<file path="config.mk">
export PLATFORM = sky130hd
export DESIGN_NAME = dsst_ram
export DESIGN_NICKNAME = d
export VERILOG_FILES = /design/src/design/dsst_ram.sv
export SDC_FILE = /design/constraint.sdc
export NUM_CORES = 1
export LEC_CHECK = 0
export BUFFER_PORTS_ARGS = -buffer_cell sky130_fd_sc_hd__buf_2
export CORE_ASPECT_RATIO = 1.75
export CORE_MARGIN = 2
export CORE_UTILIZATION = 40
export DETAILED_ROUTE_END_ITERATION = 8
export GPL_TIMING_DRIVEN = 0
export PLACE_DENSITY = 0.56
export SETUP_SLACK_MARGIN = 0.3
export SLEW_MARGIN = 10
export SYNTH_ARGS = -nofsm -noshare
export SYNTH_HDL_FRONTEND = slang
export SYNTH_SLANG_ARGS = --single-unit
export TNS_END_PERCENT = 5
</file>
<file path="constraint.sdc">
create_clock -name clk -period 1.6 [get_ports clk]
set_input_delay 0.16 -clock clk [delete_from_list [all_inputs] [get_ports clk]]
set_output_delay 0.16 -clock clk [all_outputs]
set_load 0.01 [all_outputs]
</file>
<file path="src/design/dsst_ram.sv">
`timescale 1ns / 1ps
module dsst_ram #(
  parameter int unsigned WIDTH = 8,
  parameter int unsigned DEPTH = 16
) (
  input  logic                     clk,
  input  logic                     we,
  input  logic [$clog2(DEPTH)-1:0] waddr,
  input  logic [WIDTH-1:0]         wdata,
  input  logic                     re,
  input  logic [$clog2(DEPTH)-1:0] raddr,
  output logic [WIDTH-1:0]         rdata
);

  logic [WIDTH-1:0] mem [DEPTH];

  // write port and registered read port
  always_ff @(posedge clk) begin
    if (we) mem[waddr] <= wdata;
    if (re) rdata <= mem[raddr];
  end

endmodule

</file>
Yosys cells after proc, flatten, opt, wreduce, memory -nomap -nowiden. Memory sizes are Yosys's and may differ from the RTL's. A register that Yosys moved wholly into a read port is not among the register bits. Cells that the tools add are included.

Word-level logic and storage cells: 3. Memories kept: 1. Bits in writable memories: 128. Latch bits: 0. Bits in registers: 0. ROM bits: 0.

Mux-type cells: 2. $mul: 0. Div/mod/pow operators: 0. Add/subtract/negate cells: 0. Bitwise logic cells: 0. Shifts and indexed selects: 0. Eq/ne operators: 0. Magnitude comparators: 0. Reduce and logical (&&, ||, !) cells: 0.

Memory list: mem (depth 16, bits a word 8, rd ports 1, clocked after memory_dff 1, write ports 1, RTL line 15) `logic [WIDTH-1:0] mem [DEPTH];`.

Operator list (number): $mux W1 (2).

Longest topological paths before layout.
Word-level depth: 2. Mapped depth: 5.

Worst setup path after synthesis. No wires, ideal clock.

Path type: input-to-reg. Start: input waddr[2]. End: memory mem[0][0] (enable). Buffers on the path: 0. Cell stages on the path: 2. Slack: -53 ps. Data arrival time: 1270 ps. Library setup time: 383 ps. Cell sequence: or3b_2 > nor3_1.

RTL lines: from (decl) (RTL line 8) `input logic [$clog2(DEPTH)-1:0] waddr,`; to (decl) (RTL line 15).

No word-level cell before the write port.

==> run metrics <==
status=complete, no violations; clock skew=0.006144 ns; HP Class=in -> reg; final setup TNS=0 ns; Critical Path Source Type=flip-flop; Pre-antenna DRT Iters=4; synthesized area=5228 µm²; total power=8.575 mW; PostCTS Resize Cnt=2; CTS H-tree depth=4; Power Density=1379 nW/µm²; CP Max Fanout=1; IO buf count=25; die area=14040 µm²; Clock Root Buffer=clkbuf_16; placed insts=425; Placement Setup Slack=-0.3811 ns; GRT met1 Usage=0.1852; Final HPWL DP=6.978 mm; sequential share of the synthesized area=0.7812; fin nets=292; Placer Congestion=0.7081; RSZ-0062 raised after global routing=yes; Die Y=155.2 µm; CTS Hold Buffers Added=0; leakage=2.047 nW; largest net degree at the start of global routing=17; Iter 0 DRT Violations=200; clock-pin slew on the worst setup and hold paths=0.06 ns; routing usage on met2=0.2886; Max-Slew Margin vs Limit=0.4436; Global Route Usage Sum=0.1611; standard-cell rows=55; CTS buffer count=17; placed cell areas=5567 µm²; Placeable Area=12870 µm²; share of cells above drive strength 1=0.3392; FILL cells=1081; I/O pin total=27; Tcrit/Tclk final=0.9784; vias in the first global route=2443; Final Hold Viols=0; Avg WL per Cell=22.98 µm; Max Cap Viol=0; Avg Inst Size Synth=22.83 µm²; CP arrival=1.71 ns; Initial Util=0.4062; Pins Over Slew Limit=0; Diodes inserted=0; Post-CTS Setup Bufs=0; die width=90.42 µm; synthesized net count=248; Clock Latency Late Sink=0.41 ns; critical path class=reg -> reg; global route total overflow=0; Avg Vias per Cell=5.210; Vias=2381; register bit count reported by yosys=136; Mapped Cells=229; Max Freq=638.8 MHz; Slew @ Worst Pin=0.8315 ns; final setup margin=0.03450 ns; synth warn=0; initial antenna violation count=0; post-route cell area=6217 µm²; Routed Antenna Nets=0; Area Growth Syn to Fin=18.93%; CTS tree=done; Layout Utilization=0.4831; Critical Path RT=1.75 ns; met3 Use GR=0.03293; CP Capture Type=flip-flop; # setup viols final=0; Worst IR Drop VDD=0.001100 V; min cycle time layout=1.565 ns; gr busiest metal=met2; Clock Sinks=136; Layout Cells excl Fill=457; hold slack=0.08876 ns; distinct cell type count after synthesis=18; first-pass GRT wire length=15.50 mm; Max Root-Sink Buffers=2; final wirelength=10.50 mm; drt drc=0
[layout make-up]
| class | instances | area, µm² | share of cell area |
|---|---|---|---|
| Clock buffer | 18 | 429.2 | 0.06903 |
| Buffer | 10 | 97.59 | 0.01570 |
| Clock inverter | 14 | 203.9 | 0.03280 |
| Multi-Input combinational cell | 83 | 1064 | 0.1711 |
| Timing Repair Buffer | 25 | 125.1 | 0.02012 |
| Sequential cell | 136 | 4084 | 0.6569 |
| Tap cell | 171 | 214.0 | 0.03441 |
[report_power, final]
| part | internal, mW | total [mW] | switching [mW] |
|---|---|---|---|
| Clock | 2.75 | 4.14 | 1.39 |
| Sequential | 4.02 | 4.03 | 0.0167 |
| Combinational | 0.162 | 0.398 | 0.236 |
[path summary, 6_finish.rpt]
kind                   start        to  slack, ns  cells after the start
setup / recovery   mem[3][2]  rdata[2]       0.03                      3
hold / removal            re  rdata[1]       0.09                      1
setup reg to reg   mem[3][2]  rdata[2]       0.03                      3
hold reg to reg   mem[14][2]  rdata[2]       0.76                      3
[synth_stat cells]
| cell | number | area, µm² |
|---|---|---|
| a22oi_1 | 16 | 120.1 |
| and2_1 | 1 | 6.260 |
| and2b_1 | 1 | 7.510 |
| buf_2 | 3 | 15.01 |
| buf_4 | 1 | 7.510 |
| buf_6 | 3 | 33.78 |
| clkdlybuf4s25_2 | 3 | 30.03 |
| edfxtp_1 | 136 | 4084 |
| mux4_1 | 14 | 367.9 |
| mux4_2 | 18 | 405.4 |
| nand2_1 | 9 | 33.78 |
| nand2b_1 | 2 | 12.51 |
| nand3_1 | 1 | 5.000 |
| nand3b_1 | 2 | 15.01 |
| nor2_1 | 13 | 48.80 |
| nor2b_1 | 1 | 6.260 |
| nor3_1 | 4 | 20.02 |
| or3b_2 | 1 | 8.760 |
[state kept, by name, indices dropped and copies added, names as in the netlist]
| signal | cells |
|---|---|
| rdata | 8 |
| mem | 128 |
[layer usage]
metal	wire length (µm)	vias up
li1	-	1064
met1	4029	1256
met2	6050	53
met3	269	8
met4	153	0
met5	0	-
[layout by cell type (no fill, tap or decap), types with 2 or more instances in the layout]
cell type	instances
clkinv_2	4
a22oi_2	2
clkinv_4	2
nor2_1	12
a22oi_1	14
clkbuf_16	17
nand2b_1	2
nand3b_1	2
buf_6	2
buf_2	28
nor3_2	4
edfxtp_1	136
clkdlybuf4s25_2	3
nand2_1	9
mux4_2	25
mux4_1	7
bufinv_16	5
buf_8	2
clkinv_1	2
[critical path, stage by stage, from the launching register on]
cell	delay (ns)
edfxtp_1	0.39
mux4_2	0.53
a22oi_1	0.29
nand2_1	0.10
[cells by family after synthesis]
| family | after synthesis | share of synthesized area |
|---|---|---|
| simple gates | 35 | 0.03136 |
| compound gates | 16 | 0.02298 |
| mux | 32 | 0.1479 |
| flops | 136 | 0.7812 |
| buf+inv | 10 | 0.01651 |
(Power assumes the default switching activity.)
